$ cat src/design/scs_pkg.sv
`timescale 1ns / 1ps
// ----------------------------------------------------------------------------
// Serpentine coverage sequencer package
// Shared codes, field widths, register reset values and interface structs.
// ----------------------------------------------------------------------------
package scs_pkg;

   localparam int unsigned DistWidth  = 16;
   localparam int unsigned SpeedWidth = 8;
   localparam int unsigned RowWidth   = 8;
   localparam int unsigned AngleWidth = 8;
   localparam int unsigned CsrIdxWidth  = 3;
   localparam int unsigned CsrDataWidth = 16;

   localparam logic signed [AngleWidth-1:0] TurnRight = 8'sd90;
   localparam logic signed [AngleWidth-1:0] TurnLeft  = -8'sd90;

   // Command codes carried in req_tuser.
   localparam logic [1:0] CMD_TICK  = 2'd0;
   localparam logic [1:0] CMD_START = 2'd1;
   localparam logic [1:0] CMD_STOP  = 2'd2;

   // Action codes carried in rsp_tuser.
   localparam logic [2:0] ACT_NONE  = 3'd0;
   localparam logic [2:0] ACT_MOVE  = 3'd1;
   localparam logic [2:0] ACT_TURN  = 3'd2;
   localparam logic [2:0] ACT_STOP  = 3'd3;
   localparam logic [2:0] ACT_ABORT = 3'd4;

   // Phase codes as seen on the result channel.
   localparam logic [2:0] PH_IDLE  = 3'd0;
   localparam logic [2:0] PH_RUN   = 3'd1;
   localparam logic [2:0] PH_TOUT  = 3'd2;
   localparam logic [2:0] PH_SHIFT = 3'd3;
   localparam logic [2:0] PH_TBACK = 3'd4;
   localparam logic [2:0] PH_DONE  = 3'd5;
   localparam logic [2:0] PH_ABORT = 3'd6;
   localparam logic [2:0] PH_ERROR = 3'd7;

   // Configuration register indexes.
   localparam logic [CsrIdxWidth-1:0] CSR_LINE_COUNT    = 3'd0;
   localparam logic [CsrIdxWidth-1:0] CSR_LINE_LENGTH   = 3'd1;
   localparam logic [CsrIdxWidth-1:0] CSR_LINE_SPACING  = 3'd2;
   localparam logic [CsrIdxWidth-1:0] CSR_FORWARD_SPEED = 3'd3;
   localparam logic [CsrIdxWidth-1:0] CSR_TURN_SPEED    = 3'd4;
   localparam logic [CsrIdxWidth-1:0] CSR_SHIFT_SPEED   = 3'd5;

   // Register reset values.
   localparam logic [RowWidth-1:0]   RST_LINE_COUNT    = 8'd11;
   localparam logic [DistWidth-1:0]  RST_LINE_LENGTH   = 16'd1000;
   localparam logic [DistWidth-1:0]  RST_LINE_SPACING  = 16'd100;
   localparam logic [SpeedWidth-1:0] RST_FORWARD_SPEED = 8'd120;
   localparam logic [SpeedWidth-1:0] RST_TURN_SPEED    = 8'd60;
   localparam logic [SpeedWidth-1:0] RST_SHIFT_SPEED   = 8'd100;

   typedef enum logic [7:0] {
      ST_IDLE  = 8'b0000_0001,
      ST_RUN   = 8'b0000_0010,
      ST_TOUT  = 8'b0000_0100,
      ST_SHIFT = 8'b0000_1000,
      ST_TBACK = 8'b0001_0000,
      ST_DONE  = 8'b0010_0000,
      ST_ABORT = 8'b0100_0000,
      ST_ERROR = 8'b1000_0000
   } phase_type;

   typedef struct packed {
      logic [RowWidth-1:0]   line_count;
      logic [DistWidth-1:0]  line_length;
      logic [DistWidth-1:0]  line_spacing;
      logic [SpeedWidth-1:0] forward_speed;
      logic [SpeedWidth-1:0] turn_speed;
      logic [SpeedWidth-1:0] shift_speed;
   } cfg_type;

   typedef struct packed {
      logic [1:0] command;
      logic       start_ready;
      logic       prim_error;
      logic       prim_busy;
      logic       prim_done;
   } req_type;

   typedef struct packed {
      phase_type           phase;
      logic                running;
      logic                pending;
      logic [RowWidth-1:0] row;
      logic                turn_left;
   } state_type;

   typedef struct packed {
      logic [2:0]                   action;
      logic [DistWidth-1:0]         distance_mm;
      logic signed [AngleWidth-1:0] angle_deg;
      logic [SpeedWidth-1:0]        speed;
      logic                         clear_done;
      logic [2:0]                   phase;
      logic [RowWidth-1:0]          current_row;
      logic                         active;
   } rsp_type;

   function automatic logic [2:0] phase_code(input phase_type ph);
      logic [2:0] code;
      case (ph)
         ST_IDLE:  code = PH_IDLE;
         ST_RUN:   code = PH_RUN;
         ST_TOUT:  code = PH_TOUT;
         ST_SHIFT: code = PH_SHIFT;
         ST_TBACK: code = PH_TBACK;
         ST_DONE:  code = PH_DONE;
         ST_ABORT: code = PH_ABORT;
         ST_ERROR: code = PH_ERROR;
         default:  code = PH_IDLE;
      endcase
      return code;
   endfunction

endpackage

$ cat src/design/scs_csr.sv
`timescale 1ns / 1ps
// ----------------------------------------------------------------------------
// Serpentine coverage sequencer configuration registers
// Write-only register file for the run geometry and speeds.
// ----------------------------------------------------------------------------
module scs_csr (
   input  logic                                 clock,
   input  logic                                 reset,
   input  logic                                 csr_we,
   input  logic [scs_pkg::CsrIdxWidth-1:0]      csr_index,
   input  logic [scs_pkg::CsrDataWidth-1:0]     csr_wdata,
   output scs_pkg::cfg_type                     cfg
);

   scs_pkg::cfg_type cfg_ff, cfg_in;

   always_comb begin
      cfg_in = cfg_ff;
      if (csr_we) begin
         case (csr_index)
            scs_pkg::CSR_LINE_COUNT:    cfg_in.line_count    = csr_wdata[7:0];
            scs_pkg::CSR_LINE_LENGTH:   cfg_in.line_length   = csr_wdata;
            scs_pkg::CSR_LINE_SPACING:  cfg_in.line_spacing  = csr_wdata;
            scs_pkg::CSR_FORWARD_SPEED: cfg_in.forward_speed = csr_wdata[7:0];
            scs_pkg::CSR_TURN_SPEED:    cfg_in.turn_speed    = csr_wdata[7:0];
            scs_pkg::CSR_SHIFT_SPEED:   cfg_in.shift_speed   = csr_wdata[7:0];
            default: ;
         endcase
      end
   end

   always_ff @(posedge clock) begin
      if (reset) begin
         cfg_ff.line_count    <= scs_pkg::RST_LINE_COUNT;
         cfg_ff.line_length   <= scs_pkg::RST_LINE_LENGTH;
         cfg_ff.line_spacing  <= scs_pkg::RST_LINE_SPACING;
         cfg_ff.forward_speed <= scs_pkg::RST_FORWARD_SPEED;
         cfg_ff.turn_speed    <= scs_pkg::RST_TURN_SPEED;
         cfg_ff.shift_speed   <= scs_pkg::RST_SHIFT_SPEED;
      end else begin
         cfg_ff <= cfg_in;
      end
   end

   assign cfg = cfg_ff;

endmodule

$ cat src/design/scs_step.sv
`timescale 1ns / 1ps
// ----------------------------------------------------------------------------
// Serpentine coverage sequencer step logic
// Next-state and motion command decode for one registered input transfer.
// ----------------------------------------------------------------------------
module scs_step (
   input  scs_pkg::cfg_type   cfg,
   input  scs_pkg::state_type cur,
   input  scs_pkg::req_type   item,
   output scs_pkg::state_type nxt,
   output scs_pkg::rsp_type   result
);

   logic [scs_pkg::RowWidth-1:0] row_inc;
   logic                         last_line;

   assign row_inc   = cur.row + 8'd1;
   assign last_line = (row_inc >= cfg.line_count);

   always_comb begin
      nxt                = cur;
      result             = '0;
      case (item.command)
         scs_pkg::CMD_TICK: begin
            if (cur.pending && item.start_ready) begin
               // A pending start launches the first line; the move is now busy.
               nxt.pending        = 1'b0;
               nxt.running        = 1'b1;
               nxt.row            = '0;
               nxt.phase          = scs_pkg::ST_RUN;
               result.action      = scs_pkg::ACT_MOVE;
               result.distance_mm = cfg.line_length;
               result.speed       = cfg.forward_speed;
            end else if (cur.running) begin
               if (item.prim_error) begin
                  nxt.running   = 1'b0;
                  nxt.phase     = scs_pkg::ST_ERROR;
                  result.action = scs_pkg::ACT_STOP;
               end else if (!item.prim_busy && item.prim_done) begin
                  result.clear_done = 1'b1;
                  case (cur.phase)
                     scs_pkg::ST_RUN: begin
                        if (last_line) begin
                           nxt.running   = 1'b0;
                           nxt.phase     = scs_pkg::ST_DONE;
                           result.action = scs_pkg::ACT_STOP;
                        end else begin
                           // Even rows turn right, odd rows turn left.
                           nxt.turn_left    = cur.row[0];
                           nxt.phase        = scs_pkg::ST_TOUT;
                           result.action    = scs_pkg::ACT_TURN;
                           result.angle_deg = cur.row[0] ? scs_pkg::TurnLeft
                                                         : scs_pkg::TurnRight;
                           result.speed     = cfg.turn_speed;
                        end
                     end
                     scs_pkg::ST_TOUT: begin
                        nxt.phase          = scs_pkg::ST_SHIFT;
                        result.action      = scs_pkg::ACT_MOVE;
                        result.distance_mm = cfg.line_spacing;
                        result.speed       = cfg.shift_speed;
                     end
                     scs_pkg::ST_SHIFT: begin
                        nxt.phase        = scs_pkg::ST_TBACK;
                        result.action    = scs_pkg::ACT_TURN;
                        result.angle_deg = cur.turn_left ? scs_pkg::TurnLeft
                                                         : scs_pkg::TurnRight;
                        result.speed     = cfg.turn_speed;
                     end
                     scs_pkg::ST_TBACK: begin
                        nxt.row            = row_inc;
                        nxt.phase          = scs_pkg::ST_RUN;
                        result.action      = scs_pkg::ACT_MOVE;
                        result.distance_mm = cfg.line_length;
                        result.speed       = cfg.forward_speed;
                     end
                     default: ;
                  endcase
               end
            end
         end
         scs_pkg::CMD_START: begin
            if (!cur.running && !cur.pending) begin
               if (!item.start_ready) begin
                  nxt.pending = 1'b1;
               end else begin
                  nxt.running        = 1'b1;
                  nxt.row            = '0;
                  nxt.phase          = scs_pkg::ST_RUN;
                  result.action      = scs_pkg::ACT_MOVE;
                  result.distance_mm = cfg.line_length;
                  result.speed       = cfg.forward_speed;
               end
            end
         end
         scs_pkg::CMD_STOP: begin
            nxt.pending = 1'b0;
            if (cur.phase == scs_pkg::ST_IDLE) begin
               result.action = scs_pkg::ACT_STOP;
            end else begin
               nxt.running   = 1'b0;
               nxt.phase     = scs_pkg::ST_ABORT;
               result.action = scs_pkg::ACT_ABORT;
            end
         end
         default: ;
      endcase
      result.phase       = scs_pkg::phase_code(nxt.phase);
      result.current_row = nxt.row;
      result.active      = nxt.running | nxt.pending;
   end

endmodule

$ cat src/design/serpentine_coverage_sequencer_core.sv
`timescale 1ns / 1ps
// ----------------------------------------------------------------------------
// Serpentine coverage sequencer core
// Lawn-mower path sequencer: runs lines, turns out, shifts, turns back and
// gives at most one motion command per command or tick transfer.
// ----------------------------------------------------------------------------
//  Channel | Direction | Payload
//  req_    | in        | tuser: command; tdata: ready and primitive status
//  rsp_    | out       | tuser: action; tdata: motion arguments and status
//  csr_    | in        | write enable, register index, write data
//
// One transfer is taken per cycle while req_tready is high; each request
// passes through the input register and then the result register, from
// which its result transfer completes once rsp_tready is high.
// The sequencer state is updated in the same cycle the result is registered,
// so the next transfer sees it without a bubble.
// Reset is synchronous and restores the configuration defaults and idle state.
// A stalled result holds the output register; req_tready drops only when both
// the input and result registers are full.
// ----------------------------------------------------------------------------
module serpentine_coverage_sequencer_core (
   input  logic                                 clock,
   input  logic                                 reset,
   input  logic                                 req_tvalid,
   output logic                                 req_tready,
   // [0] start_ready, [1] prim_error, [2] prim_busy, [3] prim_done, [7:4] zero
   input  logic [7:0]                           req_tdata,
   // [1:0] command
   input  logic [1:0]                           req_tuser,
   output logic                                 rsp_tvalid,
   input  logic                                 rsp_tready,
   // [15:0] distance_mm, [23:16] angle_deg, [31:24] speed, [32] clear_done,
   // [35:33] phase, [43:36] current_row, [44] active, [47:45] zero
   output logic [47:0]                          rsp_tdata,
   // [2:0] action
   output logic [2:0]                           rsp_tuser,
   input  logic                                 csr_we,
   input  logic [scs_pkg::CsrIdxWidth-1:0]      csr_index,
   input  logic [scs_pkg::CsrDataWidth-1:0]     csr_wdata
);

   scs_pkg::cfg_type   cfg;
   scs_pkg::req_type   item_ff, item_in;
   logic               item_valid_ff, item_valid_in;
   scs_pkg::state_type state_ff, state_in, state_nxt;
   scs_pkg::rsp_type   rsp_ff, rsp_in, step_rsp;
   logic               rsp_valid_ff, rsp_valid_in;
   logic               out_free;
   logic               advance;
   logic               req_xfer;

   scs_csr u_csr (
      .clock     (clock),
      .reset     (reset),
      .csr_we    (csr_we),
      .csr_index (csr_index),
      .csr_wdata (csr_wdata),
      .cfg       (cfg)
   );

   scs_step u_step (
      .cfg    (cfg),
      .cur    (state_ff),
      .item   (item_ff),
      .nxt    (state_nxt),
      .result (step_rsp)
   );

   assign out_free   = !rsp_valid_ff || rsp_tready;
   assign advance    = item_valid_ff && out_free;
   assign req_tready = !item_valid_ff || out_free;
   assign req_xfer   = req_tvalid && req_tready;

   always_comb begin
      item_in       = item_ff;
      item_valid_in = item_valid_ff;
      if (req_xfer) begin
         item_in.command     = req_tuser;
         item_in.start_ready = req_tdata[0];
         item_in.prim_error  = req_tdata[1];
         item_in.prim_busy   = req_tdata[2];
         item_in.prim_done   = req_tdata[3];
         item_valid_in       = 1'b1;
      end else if (advance) begin
         item_valid_in = 1'b0;
      end
   end

   always_comb begin
      state_in     = state_ff;
      rsp_in       = rsp_ff;
      rsp_valid_in = rsp_valid_ff;
      if (advance) begin
         state_in     = state_nxt;
         rsp_in       = step_rsp;
         rsp_valid_in = 1'b1;
      end else if (rsp_tready) begin
         rsp_valid_in = 1'b0;
      end
   end

   always_ff @(posedge clock) begin
      if (reset) begin
         item_valid_ff      <= 1'b0;
         rsp_valid_ff       <= 1'b0;
         state_ff.phase     <= scs_pkg::ST_IDLE;
         state_ff.running   <= 1'b0;
         state_ff.pending   <= 1'b0;
         state_ff.row       <= '0;
         state_ff.turn_left <= 1'b0;
      end else begin
         item_valid_ff <= item_valid_in;
         rsp_valid_ff  <= rsp_valid_in;
         state_ff      <= state_in;
      end
   end

   always_ff @(posedge clock) begin
      item_ff <= item_in;
      rsp_ff  <= rsp_in;
   end

   assign rsp_tvalid = rsp_valid_ff;
   assign rsp_tuser  = rsp_ff.action;
   assign rsp_tdata  = {3'b000, rsp_ff.active, rsp_ff.current_row, rsp_ff.phase,
                        rsp_ff.clear_done, rsp_ff.speed, rsp_ff.angle_deg,
                        rsp_ff.distance_mm};

`ifndef SYNTHESIS
   // The running and pending flags are exclusive.
   assert property (@(posedge clock) disable iff (reset)
      !(state_ff.running && state_ff.pending))
      else $error("running and pending both set");

   // While running, the phase is one of the four motion phases.
   assert property (@(posedge clock) disable iff (reset)
      state_ff.running |-> (state_ff.phase == scs_pkg::ST_RUN ||
                            state_ff.phase == scs_pkg::ST_TOUT ||
                            state_ff.phase == scs_pkg::ST_SHIFT ||
                            state_ff.phase == scs_pkg::ST_TBACK))
      else $error("running outside a motion phase");

   // A turn command always carries a quarter turn.
   assert property (@(posedge clock) disable iff (reset)
      (rsp_valid_ff && rsp_ff.action == scs_pkg::ACT_TURN) |->
         (rsp_ff.angle_deg == scs_pkg::TurnRight ||
          rsp_ff.angle_deg == scs_pkg::TurnLeft))
      else $error("turn command without a quarter-turn angle");

   // The state only changes when a transfer moves into the result register.
   assert property (@(posedge clock) disable iff (reset)
      !advance |=> $stable(state_ff))
      else $error("state changed without a transfer");
`endif

endmodule
$ cat config.mk
export PLATFORM = sky130hd
export DESIGN_NAME = serpentine_coverage_sequencer_core
export DESIGN_NICKNAME = d
export VERILOG_FILES = /design/src/design/scs_pkg.sv /design/src/design/scs_csr.sv /design/src/design/scs_step.sv /design/src/design/serpentine_coverage_sequencer_core.sv
export SDC_FILE = /design/constraint.sdc
export NUM_CORES = 1
export LEC_CHECK = 0
export ABC_AREA = 1
export BUFFER_PORTS_ARGS = -buffer_cell sky130_fd_sc_hd__buf_2
export CORE_ASPECT_RATIO = 1.5
export CORE_MARGIN = 10
export CORE_UTILIZATION = 25
export DETAILED_ROUTE_END_ITERATION = 12
export SYNTH_ARGS = -nofsm -noshare
export SYNTH_HDL_FRONTEND = slang
export SYNTH_SLANG_ARGS = --single-unit
export TNS_END_PERCENT = 20
$ cat constraint.sdc
create_clock -name clock -period 3.8 [get_ports clock]
set_clock_uncertainty 0.2 [all_clocks]
set_input_delay 0.76 -clock clock [delete_from_list [all_inputs] [get_ports clock]]
set_output_delay 0.76 -clock clock [all_outputs]
set_load 0.02 [all_outputs]
==> run metrics, run 1 <==
status=finished clean; Worst Max-Slew Pin Slew=0.841 ns; Final Setup Violations=0; Unique masters post-synth=39; Post-synth ARST share=0%; Hold WC Path Type=flip-flop to flip-flop; number of port buffers=78; post-synthesis mux area share=0%; top-area cell type share of the netlist area=26.0%; Final nets=930; Hold Path Stages=2; setup bufs post-CTS=0; initial antenna violation count=0; VDD IR max=0.000312 V; first-pass GRT wire length=28.7 mm; GP Congestion=approximately 0.84; Yosys warning count=0; Max-Cap Viols=0; Synth Instances=813; Period minus WS final=3.22 ns; mean cell area of the mapped netlist=8.05 um2; hold_buf cts=0; Detailed Place HPWL=~13 mm; DR vias/cell=4.52; f_max=about 310 MHz; post-CTS sizing=0; WP data arrival=3.26 ns; Clock transition at path regs=around 0.06 ns; final wirelength=17.7 mm; Setup crit end kind=flip-flop; CTS tree=built; Critical-path top delay cell=dfxtp_1; CP Cell Sequence=nand3_1 -> nor2_1 -> nand3_1 -> nor2_1 -> xor2_1 -> ha_1 -> nand2_1 -> inv_1 -> nor2_1 -> o21a_1 -> nand2_1 -> nor2_4 -> inv_1 -> nand2_1 -> a21oi_1 -> o21ai_0 -> o21ai_0 -> o22ai_1; total power=0.00367 W; flops & latches, synth=134; # DRC=0; Hold Fails Final Rpt=0; XOR/XNOR share of the synthesized area=0.669%; Synth Area in Compound Gates=20.2%; CTS sink cnt=134; Std-Cell Rows=72; max_slew headroom=43.9%; Max Slew Vio Count=0; Worst-Skew Late Latency=~0.43 ns; slowest cell delay on critical path=about 0.4 ns; io pins=87; Hold WS=0.254 ns; fraction of layout cells with a size suffix above 1=between 20% and 30%; pin count of the biggest net entering global routing=65; Initial Util=25.4%; Yosys top cell by area=dfxtp_1; vias in the first global route=5491; ant diodes=0; post-synthesis instance area=roughly 6500 um2; CP Data Required Time=3.83 ns; final period utilization=84.8%; most frequent cells after synthesis=nand2_1 (123), inv_1 (113), o21ai_0 (106); simple-gate portion of the synthesized area=18.5%; Pwr Density=around 470 nW/um2; clk root buf=clkbuf_16; Area Overhead vs Synth=20.3%; Synth Area in Adders=under 10%; register area share after synthesis=around half; Die Ht=218 um; reg2reg path depth=18; H-Tree Depth=4; crit-path max FO=8; Synth Flop Type=dfxtp_1; Routed Antenna Nets=0; largest family of logic cells by synthesized area=compound AO/OA/AOI/OAI gates; wire length per cell=14.3 um; Num CTS Buffers=17; vias after detailed routing=around 5600; most common cell in the synthesized netlist=nand2_1; RSZ-0062 raised after global routing=false; width of the die=152 um; Setup crit start kind=flip-flop; Die ar.=33200 um2; Max clock buf depth=2; initial detailed-routing violation count=306; P_leak=about 3.4 nW; gr usage total=a little over a tenth; FF-to-FF setup slack=between 0.5 and 0.6 ns; Post-synth EDFFs=49; GRT Residual Overflow=0; top area cells in the synthesized netlist=dfxtp_1 (26%), edfxtp_1 (22%), o21ai_0 (8.1%); WS Path Type=flip-flop to flip-flop; DR pass1 iterations=4; setup TNS=0 ns; core footprint=about 26000 um2
worst paths after layout:
| check | startpoint | endpoint |
|---|---|---|
| max | state_ff[3]$_SDFFE_PP0P_ | rsp_tdata[29]$_DFFE_PP_ |
| max reg2reg | state_ff[3]$_SDFFE_PP0P_ | rsp_tdata[29]$_DFFE_PP_ |
| min reg2reg | u_csr.cfg[25]$_SDFFE_PP0P_ | u_csr.cfg[25]$_SDFFE_PP0P_ |
| min | u_csr.cfg[25]$_SDFFE_PP0P_ | u_csr.cfg[25]$_SDFFE_PP0P_ |
report_power, final:
group,leakage (nW),internal (W),switching [W]
logic,1.97,0.000123,0.000275
registers,1.17,0.00156,0.0000341
clock network,0.284,0.00101,0.000666
cells by family after synthesis:
family | count (synthesis)
buffers and inverters | 168
other | 1
AND/OR/NAND/NOR | 255
flip-flops | 134
adder cells (fa/ha/maj) | 9
XOR/XNOR | 5
AO/OA/AOI/OAI | 241
layer usage:
metal	wire (um)	share of wire (%)	vias up	global-route usage, %
met5	0	0	-	0
met3	638	3.6	25	2.30
li1	-	-	2853	-
met4	373	2.1	0	4.21
met1	7630	43	2572	12.0
met2	9020	51	121	18.9
through the flow:
stage	instances	utilization [%]	area [um2]	setup slack, ns
floorplan	816	-	6560	1.02
global placement	1201	28.2	7280	0.584
detailed placement	1201	28.2	7280	0.601
CTS	1233	30.6	7880	0.564
global route	1233	30.6	7880	0.179
finish	1233	30.6	7880	0.578
cells in the final DEF (no fill, tap or decap), types with 3 or more instances in the layout:
cell,n
nand2_1,123
inv_1,113
o21ai_0,106
dfxtp_1,85
buf_2,78
a21oi_1,73
nor2_1,51
edfxtp_1,49
nand3_1,30
o22ai_1,24
nand2_2,20
o211ai_1,19
clkbuf_16,18
inv_2,16
nor2_2,9
ha_1,9
buf_4,9
o21ai_1,6
nand2_4,6
nand4_1,5
xor2_1,5
inv_6,5
conb_1,4
nor2_4,3
clkinv_4,3
nor3_1,3
o2111ai_1,3
clkinvlp_4,3
critical path: cells and delay by family (launching register included):
kind	cells	cell delay, ns
AND/OR/NAND/NOR	9	1.21
AO/OA/AOI/OAI	5	0.68
adder cells (fa/ha/maj)	1	0.26
XOR/XNOR	1	0.17
buffers and inverters	2	0.11
flip-flops	1	0.40
flip-flops by register name, summed over array words and instances (netlist names):
name           count
item_ff            6
item_valid_ff      1
rsp_tdata         40
rsp_tuser          3
rsp_tvalid         1
state_ff          19
u_csr.cfg         64
final cells by class:
class	instances	area (um2)
clock buffers	19	454
clock inverters	13	144
well taps	333	417
flip-flops and latches	134	3170
multi-input cells	514	2710
inverters	132	505
fillers	2820	17900
repair buffers	88	478
Note: power is estimated with default switching activity, not from simulation.
==> inputs of run 2 (changes only) <==
--- a/config.mk
+++ b/config.mk
@@ -5,7 +5,7 @@
 export SDC_FILE = /design/constraint.sdc
 export NUM_CORES = 1
 export LEC_CHECK = 0
-export ABC_AREA = 1
+export ABC_AREA = 0
 export BUFFER_PORTS_ARGS = -buffer_cell sky130_fd_sc_hd__buf_2
 export CORE_ASPECT_RATIO = 1.5
 export CORE_MARGIN = 10
==> constraint.sdc (replaced) <==
create_clock -name clock -period 2.83 [get_ports clock]
set_clock_uncertainty 0.2 [all_clocks]
set_input_delay 0.566 -clock clock [delete_from_list [all_inputs] [get_ports clock]]
set_output_delay 0.566 -clock clock [all_outputs]
set_load 0.02 [all_outputs]
==> run 2 against run 1 <==
- worst hold slack lost 0.14 ns
- the run now ends with setup timing left
- clock power rose by 35%
- sequential power rose by 34%
==> run metrics, run 2 <==
flops & latches, synth=around 130; Max Slew Vio Count=0; CP Data Required Time=2.80 ns; setup ws final=-0.124 ns; register area share after synthesis=49.9%; most common cell after layout, fill and taps aside=nand2_1; pin count of the biggest net entering global routing=86; Max clock buf depth=2; global routing usage on met3=under 10%; fraction of layout cells with a size suffix above 1=27.8%; Yosys warning count=0; Worst Max-Slew Pin Slew=0.633 ns; Final Setup Violations=12; grt peak-use layer=met2; critical path endpoint=rsp_tdata[33]$_DFFE_PP_; gr usage total=11.1%; FF-to-FF setup slack=-0.12 ns; failing checks=setup timing; RR Endpoint=rsp_tdata[33]$_DFFE_PP_; initial detailed-routing violation count=401; CTS sink cnt=134; Clock transition at path regs=0.06 ns; hold_buf cts=0; crit-path max FO=4; crit path from=state_ff[1]$_SDFFE_PP0P_; max reg flops=64; io pins=a little under 90; top-area cell type share of the netlist area=26.8%; Hold Fails Final Rpt=0; Setup crit start kind=flip-flop; DR pass1 iterations=5; number of port buffers=78; mean cell area of the mapped netlist=9.26 um2; initial antenna violation count=3; core footprint=25100 um2; Detailed Place HPWL=12.8 mm; total power=0.00492 W; clk root buf=clkbuf_16; Yosys top cell by area=dfxtp_1; Area Overhead vs Synth=28.6%; post-synthesis instance area=6360 um2; width of the die=150 um; wire length per cell=16.0 um; P_leak=about 3.1 nW; GR Layer Usage met1=around an eighth; vias in the first global route=5286; Period minus WS final=2.95 ns; most frequent cells after synthesis=nand2_1 (158), dfxtp_1 (85), a21oi_1 (60); RSZ-0062 raised after global routing=true; WS Path Type=flip-flop to flip-flop; VDD IR max=about 0.00043 V; GP Congestion=around 0.85; Post-synth EDFFs=49; Hold WC Path Type=input pin to flip-flop; Layout fillers=2647; max_slew headroom=57.7%; Die ar.=32400 um2; Routed Antenna Nets=0; most common cell in the synthesized netlist=nand2_1; Std-Cell Rows=71; Num CTS Buffers=17; Pwr Density=around 600 nW/um2; commonest non-fill, non-tap cells in the layout=nand2_1 (156), dfxtp_1 (82), buf_2 (78); top area cells in the synthesized netlist=dfxtp_1 (27%), edfxtp_1 (23%), nand2_1 (9.3%); Synth Flop Type=dfxtp_1; WP data arrival=2.92 ns; status=finished with violations; Setup crit end kind=flip-flop; Final nets=roughly 840; Initial Util=about a quarter; Unique masters post-synth=between 70 and 80; ant diodes=0; first-pass GRT wire length=28.4 mm; vias after detailed routing=5384; Max-Cap Viols=0; GRT met2 Usage=19.4%; Die Ht=215 um; Post-synth ARST share=0%; final wirelength=18.1 mm; Util after Layout=between 30 and 40%; CTS tree=built; FF-to-FF Start=state_ff[1]$_SDFFE_PP0P_; f_max=339 MHz; final period utilization=104%; Worst-Skew Late Latency=~0.42 ns; GRT Residual Overflow=0; H-Tree Depth=4; DR vias/cell=4.75; Synth Instances=687; # DRC=0; reg2reg path depth=13; Hold WS=0.118 ns
==> run 2: report_power, final <==
| part | internal, W | total (W) | switching (W) |
|---|---|---|---|
| registers | 0.00208 | 0.00213 | 0.0000528 |
| clock network | 0.00138 | 0.00227 | 0.000886 |
| logic | 0.000204 | 0.000525 | 0.000321 |
==> run 2: how the worst min path moves through the flow <==
| stage | startpoint | to | slack, ns | depth (start not counted) |
|---|---|---|---|---|
| finish | req_tdata[3] | item_ff[0]$_DFFE_PP_ | 0.12 | 1 |
| global route | req_tdata[3] | item_ff[0]$_DFFE_PP_ | 0.10 | 1 |
| CTS | req_tdata[3] | item_ff[0]$_DFFE_PP_ | 0.1 | 1 |
| detailed placement | u_csr.cfg[36]$_SDFFE_PP0P_ | u_csr.cfg[36]$_SDFFE_PP0P_ | 0.25 | 2 |
| global placement | u_csr.cfg[44]$_SDFFE_PP0P_ | u_csr.cfg[44]$_SDFFE_PP0P_ | 0.24 | 2 |
| floorplan | u_csr.cfg[14]$_SDFFE_PP0P_ | u_csr.cfg[14]$_SDFFE_PP0P_ | 0.24 | 2 |
==> run 2: layer usage <==
layer / share of wire (%) / vias up
met5: 0.17 / -
met4: 2.5 / 6
met3: 4.7 / 33
met2: 52 / 125
met1: 40 / 2573
li1: - / 2647
==> run 2: repair_timing <==
action | 4_1_cts | 5_1_grt
pin swaps | 22 | 6
buffers inserted | 3 | 1
setup endpoints to repair | 15 | 19
resized for setup | 29 | 12
==> run 2: layout make-up <==
class / instances / area, um2 / area share (%)
inverters: 16 / 60.1 / 0.734
repair buffers: 134 / 881 / 10.8
clock inverters: 13 / 140 / 1.71
multi-input cells: 490 / 3040 / 37.2
clock buffers: 19 / 464 / 5.68
well taps: 328 / 410 / 5.02
flip-flops and latches: 134 / 3180 / 38.9
==> run 2: worst max-delay path, cell delays in order, from the launching register on <==
cell	delay (ns)
dfxtp_4	0.37
nand3_4	0.09
nor2_4	0.04
buf_6	0.11
xor2_2	0.16
ha_1	0.30
a211o_1	0.26
o211ai_1	0.11
buf_4	0.15
o2111ai_2	0.14
and4bb_4	0.38
a2111oi_4	0.06
o211ai_1	0.22
o22ai_2	0.10
==> run 2: through the flow <==
step	setup TNS [ns]	worst slack, ns	cells	cell area, um2
after global routing	-2.97	-0.269	1134	8180
final	-0.682	-0.124	1134	8180
after CTS	-0.987	-0.137	1133	8100
after floorplan	-0.0797	-0.0797	690	6440
after detailed placement	-2.82	-0.264	1098	7390
after global placement	-2.53	-0.267	1098	7390
==> run 2: cells by family after synthesis <==
family	synth area share [%]
compound gates	18.6
fa+ha+maj	1.77
mux	0.157
simple gates	22.7
xor+xnor	1.51
buf+inv	5.35
flops	49.9
other cells	0.0590
==> inputs of run 3 (changes only) <==
==> constraint.sdc (replaced) <==
create_clock -name clock -period 2.7 [get_ports clock]
set_clock_uncertainty 0.2 [all_clocks]
set_input_delay 0.54 -clock clock [delete_from_list [all_inputs] [get_ports clock]]
set_output_delay 0.54 -clock clock [all_outputs]
set_load 0.02 [all_outputs]
==> run 3 against run 2 <==
- the run still ends with setup timing left
- sequential share of layout area grew 0.083 points
- via count is 1.1% higher
- highest routed layer unchanged
- flip-flop and latch count stayed put
- global-route usage up 0.29 points
- setup slack worse by 0.12 ns
- largest power group unchanged
- first-iteration DRC count shrank 16%
- largest cell class unchanged
- non-clock buffer count is 4 higher
- maximum frequency increased by 0.17%
- clock power is essentially flat
==> run metrics, run 3 (synthesis results as in run 2) <==
Critical path buffers and inverters=1; pin count of the biggest net entering global routing=86; Setup crit end kind=flip-flop; Initial Util=25.4%; CP Data Required Time=2.79 ns; WS Path Type=flip-flop to flip-flop; Routed Antenna Nets=0; NetSw=0.00140 W; Max clock buf depth=2; RSZ-0062 raised after global routing=true; max_slew headroom=57.9%; # DRC=0; Worst-Skew Late Latency=0.44 ns; delay-heaviest family, CP=simple AND/OR/NAND/NOR gates; vias in the first global route=5343; P_int=0.00367 W; Period minus WS final=around 2.9 ns; CTS tree=built; Max-Cap Viols=0; Util after Layout=32.6%; Die Ht=roughly 220 um; core footprint=between 20000 and 30000 um2; sequential power share=between 40% and 50%; FF-to-FF setup slack=-0.25 ns; width of the die=~150 um; gr usage total=11.4%; setup ws final=-0.249 ns; H-Tree Depth=4; DR vias/cell=around 4.8; Critical-path top delay cell=or4_1; Die ar.=32400 um2; reg2reg path depth=12; GP Congestion=0.890; CP Cell Sequence=nand3_4 -> nor2_4 -> nand3_2 -> xor2_1 -> inv_1 -> ha_4 -> and4_4 -> o21ai_2 -> o2111ai_2 -> and4bb_2 -> or4_1 -> o22ai_1; Detailed Place HPWL=13.3 mm; FF-to-FF Start=state_ff[1]$_SDFFE_PP0P_; VDD IR max=0.000430 V; fraction of layout cells with a size suffix above 1=about 28%; status=finished with violations; RR Endpoint=rsp_tdata[33]$_DFFE_PP_; combinational power share=11.3%; Max Slew Vio Count=0; clock share of power=44.8%; P_leak=3.12 nW; slowest cell delay on critical path=0.47 ns; Hold Startpoint=req_tdata[1]; total power=0.00508 W; most common cell after layout, fill and taps aside=nand2_1; Hold Fails Final Rpt=0; Final nets=840; Hold WC Path Type=input pin to flip-flop; clk root buf=clkbuf_16; crit-path max FO=4; first-pass GRT wire length=29.1 mm; initial antenna violation count=5; WP data arrival=approximately 3.0 ns; worst hold endpoint=item_ff[2]$_DFFE_PP_; final period utilization=109%; Final Setup Violations=13; Num CTS Buffers=17; max reg flops=64; CTS sink cnt=134; Clock transition at path regs=0.07 ns; number of port buffers=just under 80; Worst Max-Slew Pin Slew=0.630 ns; failing checks=setup timing; Setup crit start kind=flip-flop; Std-Cell Rows=71; wire length per cell=16.3 um; GRT Residual Overflow=0; vias after detailed routing=5444; final wirelength=18.6 mm; Area Overhead vs Synth=28.3%; Pwr Density=622 nW/um2; Sw Ratio=27.7%; initial detailed-routing violation count=338; f_max=roughly 340 MHz; io pins=87; Hold Path Stages=1; DR pass1 iterations=5; commonest non-fill, non-tap cells in the layout=nand2_1 (156), dfxtp_1 (82), buf_2 (78)
==> run 3: changes by cell type in the layout (fill, tap and decap cells not counted), sizes merged <==
cell,before,now
buf,134,138
clkinvlp,1,0
diode,0,2
bufinv,2,0
inv,22,25
clkinv,4,5
clkbuf,19,18
==> run 3: worst max-delay path by stage <==
stage	start	to	slack, ns	cells after the start
floorplan	state_ff[1]$_SDFFE_PP0P_	rsp_tdata[33]$_DFFE_PP_	-0.17	14
global placement	state_ff[2]$_SDFFE_PP0P_	rsp_tdata[33]$_DFFE_PP_	-0.33	13
detailed placement	state_ff[2]$_SDFFE_PP0P_	rsp_tdata[30]$_DFFE_PP_	-0.42	13
CTS	state_ff[1]$_SDFFE_PP0P_	rsp_tdata[34]$_DFFE_PP_	-0.24	14
global route	state_ff[1]$_SDFFE_PP0P_	rsp_tdata[33]$_DFFE_PP_	-0.41	12
finish	state_ff[1]$_SDFFE_PP0P_	rsp_tdata[33]$_DFFE_PP_	-0.25	12
==> run 3: power by group through the flow <==
stage	Clock (W)	Combinational (W)	Sequential, W
3_3_place_gp	0	0.000536	0.00228
5_1_grt	0.00242	0.000624	0.00224
4_1_cts	0.00233	0.000569	0.00223
6_report	0.00227	0.000572	0.00223
3_5_place_dp	0	0.000542	0.00228
2_1_floorplan	0	0.000318	0.00230
==> run 3: cell type report <==
type / instances / area (um2)
timing repair buffer: 138 / 886
clock inverter: 14 / 130
sequential: 134 / 3180
fill: 2630 / 16900
clock buffer: 18 / 450
tap: 328 / 410
inverter: 16 / 60.1
multi-input combinational: 490 / 3040
antenna: 2 / 5.00
==> run 3: layer usage <==
metal  vias up  routed length, um  track usage, %
met4         8                360            3.70
met2       131               9590            20.0
met3        33                970            3.76
met5         -                 35               0
li1       2653                  -               -
met1      2619               7620            12.6
==> run 3: stage by stage <==
step                hold WS [ns]  TNS, ns  area (um2)  setup WS, ns  std cells
floorplan                  0.236   -0.469        6440        -0.170        690
global placement           0.242    -3.84        7380        -0.328       1100
detailed placement         0.248    -4.72        7380        -0.419       1100
CTS                       0.0661    -1.84        8130        -0.240       1138
global route              0.0745    -3.73        8160        -0.407       1138
finish                    0.0769    -1.24        8160        -0.249       1140
==> run 3: what timing repair did <==
item,4_1_cts,5_1_grt
endpoints found under the setup margin,20,20
hold buffers,0,0
resized for setup,36,4
buffers inserted,6,0
cloned,0,0
pin swaps,23,9
